**src/ohlc_pkg.sv**
```systemverilog
// Shared widths, the period reset constant and control structs for the bar aggregator.
// Used by every module of the block but ohlc_div; depends on nothing.
package ohlc_pkg;

    localparam int TIME_W   = 53;
    localparam int PERIOD_W = 37;
    localparam int PRICE_W  = 24;
    localparam int SPREAD_W = 16;
    localparam int TICKS_W  = 32;
    localparam int TOTAL_W  = 48;

    localparam logic [PERIOD_W-1:0] PERIOD_RESET = PERIOD_W'(60000000);

    // Commands from the controller to the datapath.
    typedef struct packed {
        logic load;       // capture the incoming word
        logic div_start;  // launch both dividers
        logic commit;     // emit the closed bar if any and update the forming bar
    } ohlc_cmd_t;

    // Status from the datapath to the controller.
    typedef struct packed {
        logic div_busy;
        logic close_needed;
        logic out_free;
    } ohlc_stat_t;

endpackage

```
**src/ohlc_div.sv**
```systemverilog
// Radix-2 restoring divider, one quotient bit per cycle.
// Standalone; no package needed.
module ohlc_div #(
    parameter int N = 53,
    parameter int D = 37
) (
    input  logic         aclk,
    input  logic         aresetn,
    input  logic         start,
    input  logic [N-1:0] dividend,
    input  logic [D-1:0] divisor,
    output logic         busy,
    output logic [N-1:0] quot,
    output logic [D-1:0] rem
);

    localparam int CNT_W = $clog2(N + 1);

    logic [CNT_W-1:0] count_reg, count_next;
    logic             busy_reg, busy_next;
    logic [N-1:0]     quot_reg, quot_next;
    logic [D-1:0]     rem_reg, rem_next;
    logic [D-1:0]     dvs_reg, dvs_next;
    logic [D:0]       trial;
    logic [D+1:0]     diff;

    // The quotient register starts out holding the dividend and shifts it out.
    assign trial = {rem_reg, quot_reg[N-1]};
    assign diff  = {1'b0, trial} - {2'b00, dvs_reg};

    always_comb begin
        count_next = count_reg;
        busy_next  = busy_reg;
        quot_next  = quot_reg;
        rem_next   = rem_reg;
        dvs_next   = dvs_reg;
        if (start) begin
            count_next = CNT_W'(N);
            busy_next  = 1'b1;
            quot_next  = dividend;
            rem_next   = '0;
            dvs_next   = divisor;
        end else if (busy_reg) begin
            if (diff[D+1]) begin
                rem_next  = trial[D-1:0];
                quot_next = {quot_reg[N-2:0], 1'b0};
            end else begin
                rem_next  = diff[D-1:0];
                quot_next = {quot_reg[N-2:0], 1'b1};
            end
            count_next = count_reg - CNT_W'(1);
            if (count_reg == CNT_W'(1)) begin
                busy_next = 1'b0;
            end
        end
    end

    always_ff @(posedge aclk) begin
        if (!aresetn) begin
            count_reg <= '0;
            busy_reg  <= 1'b0;
        end else begin
            count_reg <= count_next;
            busy_reg  <= busy_next;
        end
        quot_reg <= quot_next;
        rem_reg  <= rem_next;
        dvs_reg  <= dvs_next;
    end

    assign busy = busy_reg;
    assign quot = quot_reg;
    assign rem  = rem_reg;

endmodule

```
**src/ohlc_ctrl.sv**
```systemverilog
// Sequencer of the bar aggregator: takes a word, waits on the dividers, commits.
// Depends on ohlc_pkg for the command and status structs.
module ohlc_ctrl
    import ohlc_pkg::*;
(
    input  logic       aclk,
    input  logic       aresetn,
    input  logic       s_valid,
    output logic       s_ready,
    input  ohlc_stat_t stat,
    output ohlc_cmd_t  cmd
);

    localparam logic [1:0] ST_IDLE   = 2'd0;
    localparam logic [1:0] ST_RUN    = 2'd1;
    localparam logic [1:0] ST_COMMIT = 2'd2;

    logic [1:0] state_reg, state_next;
    logic       accept;

    assign s_ready = (state_reg == ST_IDLE);
    assign accept  = s_valid && s_ready;

    always_comb begin
        state_next    = state_reg;
        cmd.load      = accept;
        cmd.div_start = accept;
        cmd.commit    = 1'b0;
        case (state_reg)
            ST_IDLE: begin
                if (accept) begin
                    state_next = ST_RUN;
                end
            end
            ST_RUN: begin
                if (!stat.div_busy) begin
                    state_next = ST_COMMIT;
                end
            end
            ST_COMMIT: begin
                // A closing bar has to wait until the result register is free.
                if (!stat.close_needed || stat.out_free) begin
                    cmd.commit = 1'b1;
                    state_next = ST_IDLE;
                end
            end
            default: begin
                state_next = ST_IDLE;
            end
        endcase
    end

    always_ff @(posedge aclk) begin
        if (!aresetn) begin
            state_reg <= ST_IDLE;
        end else begin
            state_reg <= state_next;
        end
    end

endmodule

```
**src/ohlc_dp.sv**
```systemverilog
// Datapath of the bar aggregator: period register, forming bar, dividers, result register.
// Depends on ohlc_pkg and instantiates ohlc_div twice.
module ohlc_dp
    import ohlc_pkg::*;
(
    input  logic                aclk,
    input  logic                aresetn,
    input  logic                cfg_we,
    input  logic [PERIOD_W-1:0] cfg_wdata,
    input  logic [TIME_W-1:0]   s_tick_time,
    input  logic [PRICE_W-1:0]  s_bid_price,
    input  logic [SPREAD_W-1:0] s_spread,
    input  ohlc_cmd_t           cmd,
    output ohlc_stat_t          stat,
    output logic                m_valid,
    input  logic                m_ready,
    output logic [TIME_W-1:0]   m_bar_start,
    output logic [PRICE_W-1:0]  m_open_price,
    output logic [PRICE_W-1:0]  m_high_price,
    output logic [PRICE_W-1:0]  m_low_price,
    output logic [PRICE_W-1:0]  m_close_price,
    output logic [TICKS_W-1:0]  m_tick_count,
    output logic [SPREAD_W-1:0] m_spread_mean,
    output logic [SPREAD_W-1:0] m_spread_peak
);

    logic [PERIOD_W-1:0] period_reg;
    logic [TIME_W-1:0]   in_time_reg;
    logic [PRICE_W-1:0]  in_bid_reg;
    logic [SPREAD_W-1:0] in_spr_reg;

    logic                active_reg;
    logic [TIME_W-1:0]   start_reg;
    logic [PRICE_W-1:0]  open_reg, high_reg, low_reg, close_reg;
    logic [TICKS_W-1:0]  ticks_reg;
    logic [TOTAL_W-1:0]  total_reg;
    logic [SPREAD_W-1:0] smax_reg;

    logic                out_valid_reg;
    logic [TIME_W-1:0]   out_start_reg;
    logic [PRICE_W-1:0]  out_open_reg, out_high_reg, out_low_reg, out_close_reg;
    logic [TICKS_W-1:0]  out_ticks_reg;
    logic [SPREAD_W-1:0] out_mean_reg, out_peak_reg;

    logic [PERIOD_W-1:0] period_eff;
    logic [PERIOD_W-1:0] floor_rem;
    logic                floor_busy;
    logic [TOTAL_W-1:0]  mean_quot;
    logic                mean_busy;
    logic [TIME_W-1:0]   start_calc;
    logic                close_needed;
    logic                fresh;
    logic [SPREAD_W-1:0] mean_val;
    logic [TOTAL_W:0]    total_sum;

    // A period of zero behaves as a period of one.
    assign period_eff = (period_reg == '0) ? PERIOD_W'(1) : period_reg;

    ohlc_div #(
        .N (TIME_W),
        .D (PERIOD_W)
    ) u_floor_div (
        .aclk     (aclk),
        .aresetn  (aresetn),
        .start    (cmd.div_start),
        .dividend (s_tick_time),
        .divisor  (period_eff),
        .busy     (floor_busy),
        .quot     (),
        .rem      (floor_rem)
    );

    // The mean of the forming bar is worked out for every word, needed or not.
    ohlc_div #(
        .N (TOTAL_W),
        .D (TICKS_W)
    ) u_mean_div (
        .aclk     (aclk),
        .aresetn  (aresetn),
        .start    (cmd.div_start),
        .dividend (total_reg),
        .divisor  (ticks_reg),
        .busy     (mean_busy),
        .quot     (mean_quot),
        .rem      ()
    );

    assign start_calc   = in_time_reg - {{(TIME_W-PERIOD_W){1'b0}}, floor_rem};
    assign close_needed = active_reg && (start_calc != start_reg);
    assign fresh        = !active_reg || close_needed;
    assign total_sum    = {1'b0, total_reg} + {{(TOTAL_W+1-SPREAD_W){1'b0}}, in_spr_reg};

    always_comb begin
        if (ticks_reg == '0) begin
            mean_val = '0;
        end else if (|mean_quot[TOTAL_W-1:SPREAD_W]) begin
            mean_val = '1;
        end else begin
            mean_val = mean_quot[SPREAD_W-1:0];
        end
    end

    assign stat.div_busy     = floor_busy || mean_busy;
    assign stat.close_needed = close_needed;
    assign stat.out_free     = !out_valid_reg || m_ready;

    always_ff @(posedge aclk) begin
        if (!aresetn) begin
            period_reg <= PERIOD_RESET;
        end else if (cfg_we) begin
            period_reg <= cfg_wdata;
        end
    end

    always_ff @(posedge aclk) begin
        if (cmd.load) begin
            in_time_reg <= s_tick_time;
            in_bid_reg  <= s_bid_price;
            in_spr_reg  <= s_spread;
        end
    end

    always_ff @(posedge aclk) begin
        if (!aresetn) begin
            active_reg <= 1'b0;
            start_reg  <= '0;
            open_reg   <= '0;
            high_reg   <= '0;
            low_reg    <= '0;
            close_reg  <= '0;
            ticks_reg  <= '0;
            total_reg  <= '0;
            smax_reg   <= '0;
        end else if (cmd.commit) begin
            active_reg <= 1'b1;
            close_reg  <= in_bid_reg;
            if (fresh) begin
                start_reg <= start_calc;
                open_reg  <= in_bid_reg;
                high_reg  <= in_bid_reg;
                low_reg   <= in_bid_reg;
                ticks_reg <= TICKS_W'(1);
                total_reg <= TOTAL_W'(in_spr_reg);
                smax_reg  <= in_spr_reg;
            end else begin
                if (in_bid_reg > high_reg) begin
                    high_reg <= in_bid_reg;
                end
                if (in_bid_reg < low_reg) begin
                    low_reg <= in_bid_reg;
                end
                if (ticks_reg != '1) begin
                    ticks_reg <= ticks_reg + TICKS_W'(1);
                end
                total_reg <= total_sum[TOTAL_W] ? '1 : total_sum[TOTAL_W-1:0];
                if (in_spr_reg > smax_reg) begin
                    smax_reg <= in_spr_reg;
                end
            end
        end
    end

    always_ff @(posedge aclk) begin
        if (!aresetn) begin
            out_valid_reg <= 1'b0;
        end else if (cmd.commit && close_needed) begin
            out_valid_reg <= 1'b1;
        end else if (m_ready) begin
            out_valid_reg <= 1'b0;
        end
    end

    always_ff @(posedge aclk) begin
        if (cmd.commit && close_needed) begin
            out_start_reg <= start_reg;
            out_open_reg  <= open_reg;
            out_high_reg  <= high_reg;
            out_low_reg   <= low_reg;
            out_close_reg <= close_reg;
            out_ticks_reg <= ticks_reg;
            out_mean_reg  <= mean_val;
            out_peak_reg  <= smax_reg;
        end
    end

    assign m_valid       = out_valid_reg;
    assign m_bar_start   = out_start_reg;
    assign m_open_price  = out_open_reg;
    assign m_high_price  = out_high_reg;
    assign m_low_price   = out_low_reg;
    assign m_close_price = out_close_reg;
    assign m_tick_count  = out_ticks_reg;
    assign m_spread_mean = out_mean_reg;
    assign m_spread_peak = out_peak_reg;

endmodule

```
**src/tick_to_ohlc_bar_aggregator_core.sv**
```systemverilog
// Channel   Direction  Handshake          Word
// s_        in         s_valid/s_ready    tick_time, bid_price, spread
// m_        out        m_valid/m_ready    closed bar: start, OHLC, count, mean, peak
// cfg_      in         cfg_we             bar period in microseconds
//
// Words are accepted one at a time: after the accepting edge the radix-2 divider that floors
// the timestamp works out one quotient bit per edge, then the sequencer sees it done and
// commits the word. s_ready stays low from an acceptance until that word is committed.
// The mean spread is divided in parallel and finishes no later than the timestamp floor.
// Reset is synchronous on aresetn and clears the forming bar and the result register.
// A closed bar waits in the result register; only a second close stalls the commit.
// Depends on ohlc_pkg, ohlc_ctrl and ohlc_dp.
module tick_to_ohlc_bar_aggregator_core
    import ohlc_pkg::*;
(
    input  logic                aclk,
    input  logic                aresetn,
    input  logic                cfg_we,
    input  logic [PERIOD_W-1:0] cfg_wdata,
    input  logic                s_valid,
    output logic                s_ready,
    input  logic [TIME_W-1:0]   s_tick_time,
    input  logic [PRICE_W-1:0]  s_bid_price,
    input  logic [SPREAD_W-1:0] s_spread,
    output logic                m_valid,
    input  logic                m_ready,
    output logic [TIME_W-1:0]   m_bar_start,
    output logic [PRICE_W-1:0]  m_open_price,
    output logic [PRICE_W-1:0]  m_high_price,
    output logic [PRICE_W-1:0]  m_low_price,
    output logic [PRICE_W-1:0]  m_close_price,
    output logic [TICKS_W-1:0]  m_tick_count,
    output logic [SPREAD_W-1:0] m_spread_mean,
    output logic [SPREAD_W-1:0] m_spread_peak
);

    ohlc_cmd_t  cmd;
    ohlc_stat_t stat;

    ohlc_ctrl u_ctrl (
        .aclk    (aclk),
        .aresetn (aresetn),
        .s_valid (s_valid),
        .s_ready (s_ready),
        .stat    (stat),
        .cmd     (cmd)
    );

    ohlc_dp u_dp (
        .aclk          (aclk),
        .aresetn       (aresetn),
        .cfg_we        (cfg_we),
        .cfg_wdata     (cfg_wdata),
        .s_tick_time   (s_tick_time),
        .s_bid_price   (s_bid_price),
        .s_spread      (s_spread),
        .cmd           (cmd),
        .stat          (stat),
        .m_valid       (m_valid),
        .m_ready       (m_ready),
        .m_bar_start   (m_bar_start),
        .m_open_price  (m_open_price),
        .m_high_price  (m_high_price),
        .m_low_price   (m_low_price),
        .m_close_price (m_close_price),
        .m_tick_count  (m_tick_count),
        .m_spread_mean (m_spread_mean),
        .m_spread_peak (m_spread_peak)
    );

endmodule

```
**config.mk**
```make
export PLATFORM = sky130hd
export DESIGN_NAME = tick_to_ohlc_bar_aggregator_core
export DESIGN_NICKNAME = d
export VERILOG_FILES = /design/src/ohlc_pkg.sv /design/src/ohlc_div.sv /design/src/ohlc_ctrl.sv /design/src/ohlc_dp.sv /design/src/tick_to_ohlc_bar_aggregator_core.sv
export SDC_FILE = /design/constraint.sdc
export NUM_CORES = 2
export LEC_CHECK = 0
export ABC_AREA = 1
export BUFFER_PORTS_ARGS = -buffer_cell sky130_fd_sc_hd__buf_2
export CAP_MARGIN = 25
export CORE_UTILIZATION = 30
export DETAILED_ROUTE_END_ITERATION = 12
export PLACE_DENSITY = 0.46
export SYNTH_ARGS = -nofsm -noshare
export SYNTH_HDL_FRONTEND = slang
export SYNTH_SLANG_ARGS = --single-unit
```
**constraint.sdc**
```tcl
create_clock -name aclk -period 9 [get_ports aclk]
set_input_delay 0.45 -clock aclk [delete_from_list [all_inputs] [get_ports aclk]]
set_output_delay 0.45 -clock aclk [all_outputs]
set_load 0.05 [all_outputs]
```
==> qor.csv <==
metric,value,unit
sequential share of power,38.3,%
Crit Path Class,flip-flop to flip-flop,
Ant. Diodes,0,
cells after synthesis,5727,
largest net degree at the start of global routing,153,
Period minus WS final,6070,ps
max_cap viols,0,
crit-path cells,"ha_1, fa_1, inv_1, nand3_1, nand2_1, nand2_1, nand2_1, nand2_1, nand3_2, nand2_1, nand2_1, nand2_1, nand3_1, nand2_1, nor2_1, nand4_1, nor2_4, nand2_2, nand3_4, nand2_4, inv_2, nand2_1, inv_8, buf_12",
htree depth,3,
final worst-path cycle share,67.5,%
Netlist cell types,52,
Gate power share,27.6,%
Setup crit end,u_dp.m_close_price[8],
TritonCTS clock tree,done,
required time worst endpoint,9340,ps
Root Driver,clkbuf_16,
worst skew pair latency,740,ps
Hold WC Path Type,input port to flip-flop,
Setup Buffers After CTS,0,
initial antenna violation count,2,
Initial Util,30.4,%
CP arrival,6410,ps
clk_skew,55.4,ps
Syn Area/Cell,7.76,um2
dpl hpwl,109000,um
Layout Cells excl Fill,8144,
achievable clock frequency,165,MHz
wire per inst,18.2,um
Placed Cells,7826,
total grt overflow,0,
routed vias/inst,4.69,
peak supply drop,0.000154,V
Sink Count,845,
worst slew pin tran,1050,ps
share of layout cells above drive strength 1,9.23,%
Power Density,233,mW/mm2
asr flop ratio synth,0,%
vias in the first global route,36422,
reg2reg end,u_dp.m_close_price[8],
Filler cells,15238,
CP endpoint kind,flip-flop,
Crit path max-delay family,simple AND/OR/NAND/NOR gates,
"commonest non-fill, non-tap cells in the layout","nand2_1, nor2_1, inv_1",
gpl congestion,0.955,
crit-path max FO,108,
Clk pwr share,34.2,%
"EDFF count, synth",476,
delay of the slowest critical-path stage,630,ps
DR vias,38217,
RSZ-0062 raised after global routing,no,
CTS max path bufs,3,
Iter 0 DRT Violations,2534,
Int Power,8.00,mW
Mapped Nets,6057,
Area Overhead vs Synth,18.8,%
setup ws final,2930,ps
first-pass detailed-route iteration total,6,
Slew headroom,30.0,%
Antenna Nets Post-Route,0,
clock-pin transition on the worst setup and hold timing paths,60,ps
die height,387,um
NumNets Final,6472,
critical path startpoint category,flip-flop,
I/O Pins,350,
worst reg2reg path depth,24,
critical path's slowest cell,inv_8,
Stages on worst setup path,24,
R2R Setup Slk,2930,ps
Pins Over Slew Limit,0,
RR Startpoint,u_dp.u_floor_div.rem[0],
sequential area share after synthesis,48.8,%
final setup TNS,0,ps
Leak Pwr,23.8,nW
Switching Fraction,35.1,%
setup violators final,0,
Synthesis Warnings,0,
first-pass GRT wire length,224000,um
status,"finished, final reports clean",
top_reg_cell synth,edfxtp_1,
DP Worst Slack,2860,ps
"most used cell, CP",nand2_1,
synthesized cell area,0.0444,mm2
CP bufs+invs,4,
final hold violations,0,
Rows,140,
"commonest non-fill, non-tap cell in the layout",nand2_1,
Hold WS,82.0,ps
die area,0.150,mm2
PortBufs,349,
NetSw,4.32,mW
Horiz. Die Dim,387,um
register bit total from synthesis,845,
Pwr Total,12.3,mW
CTS Buf Count,99,
routed wire length,148000,um
GRT Util Overall,19.4,%
# DRC,0,
crit path launch,u_dp.u_floor_div.rem[0],
Core Box Area,0.146,mm2
[cells in the mapped netlist (21+ instances only)]
cell type	count	area, um2
o211ai_1	29	218
buf_2	21	105
xnor2_1	40	350
o21ai_0	275	1380
a21oi_1	266	1330
nand3_1	248	1240
dfxtp_1	369	7390
nor2_1	848	3180
xor2_1	52	455
nand2_1	1643	6170
nor3_1	73	365
nand4_1	77	482
ha_1	191	2390
edfxtp_1	476	14300
o21ai_1	21	105
inv_1	743	2790
nor4_1	33	206
clkbuf_1	150	563
[stage by stage]
step / cell area [um2] / utilization [%]
floorplan: 44400 / -
global route: 52800 / 36.1
global placement: 48000 / 32.8
CTS: 52700 / 36.0
finish: 52800 / 36.1
detailed placement: 48000 / 32.8
[worst reg2reg max path: cells and delay by family, from the launching register on]
family | cells | cell delay (ps)
fa+ha+maj | 2 | 700
flops | 1 | 350
buf+inv | 4 | 1460
simple gates | 18 | 3060
[what timing repair did]
item / CTS / global route
hold buffers: 129 / 0
setup endpoints to repair: 0 / 0
hold endpoints to repair: 155 / 0
resized for setup: 0 / 0
[power groups by stage]
stage	Clock [mW]	Combinational, mW	Sequential, mW
after CTS	4.33	3.38	4.71
after global placement	0	3.33	4.78
after floorplan	0	2.41	4.70
after detailed placement	0	3.31	4.79
final	4.21	3.39	4.71
after global routing	4.47	3.85	4.75
[metal layers]
| metal | GRT usage, % | routed length [um] | up-vias |
|---|---|---|---|
| met4 | 5.66 | 4230 | 2 |
| met5 | 0 | 12 | - |
| met3 | 2.52 | 5840 | 215 |
| met1 | 26.8 | 70700 | 17849 |
| met2 | 31.4 | 67100 | 828 |
| li1 | - | - | 19323 |
[kinds of logic (layout without fill, tap and decap cells)]
group | Yosys count | after routing | share of synthesized area (%)
XOR/XNOR | 96 | 96 | 2.02
AND/OR/NAND/NOR | 2977 | 2977 | 27.2
buffers and inverters | 942 | 1442 | 8.22
adder cells (fa/ha/maj) | 195 | 195 | 5.56
flip-flops | 845 | 845 | 48.8
AO/OA/AOI/OAI | 672 | 672 | 8.20
[area by class of cell]
cell class                      count  area [um2]  share of cell area (%)
Sequential cell                   845       21700                    41.1
Inverter                          751        2830                    5.37
Clock inverter                     57         696                    1.32
Timing Repair Buffer              505        3330                    6.31
Tap cell                         1917        2400                    4.55
Multi-Input combinational cell   3940       19100                    36.2
Clock buffer                      129        2700                    5.12
[worst min path at each step]
stage                           end  slack (ps)          startpoint  depth (start not counted)
6_report         u_dp.period_reg[0]          80        cfg_wdata[0]                          3
2_1_floorplan  u_dp.m_bar_start[23]         410  u_dp.start_reg[23]                          0
3_3_place_gp   u_dp.m_high_price[6]         410    u_dp.high_reg[6]                          0
4_1_cts          u_dp.period_reg[0]          40        cfg_wdata[0]                          3
3_5_place_dp    u_dp.m_low_price[1]         410     u_dp.low_reg[1]                          0
5_1_grt          u_dp.period_reg[0]          80        cfg_wdata[0]                          3
Power figures use the tool's default switching activity.
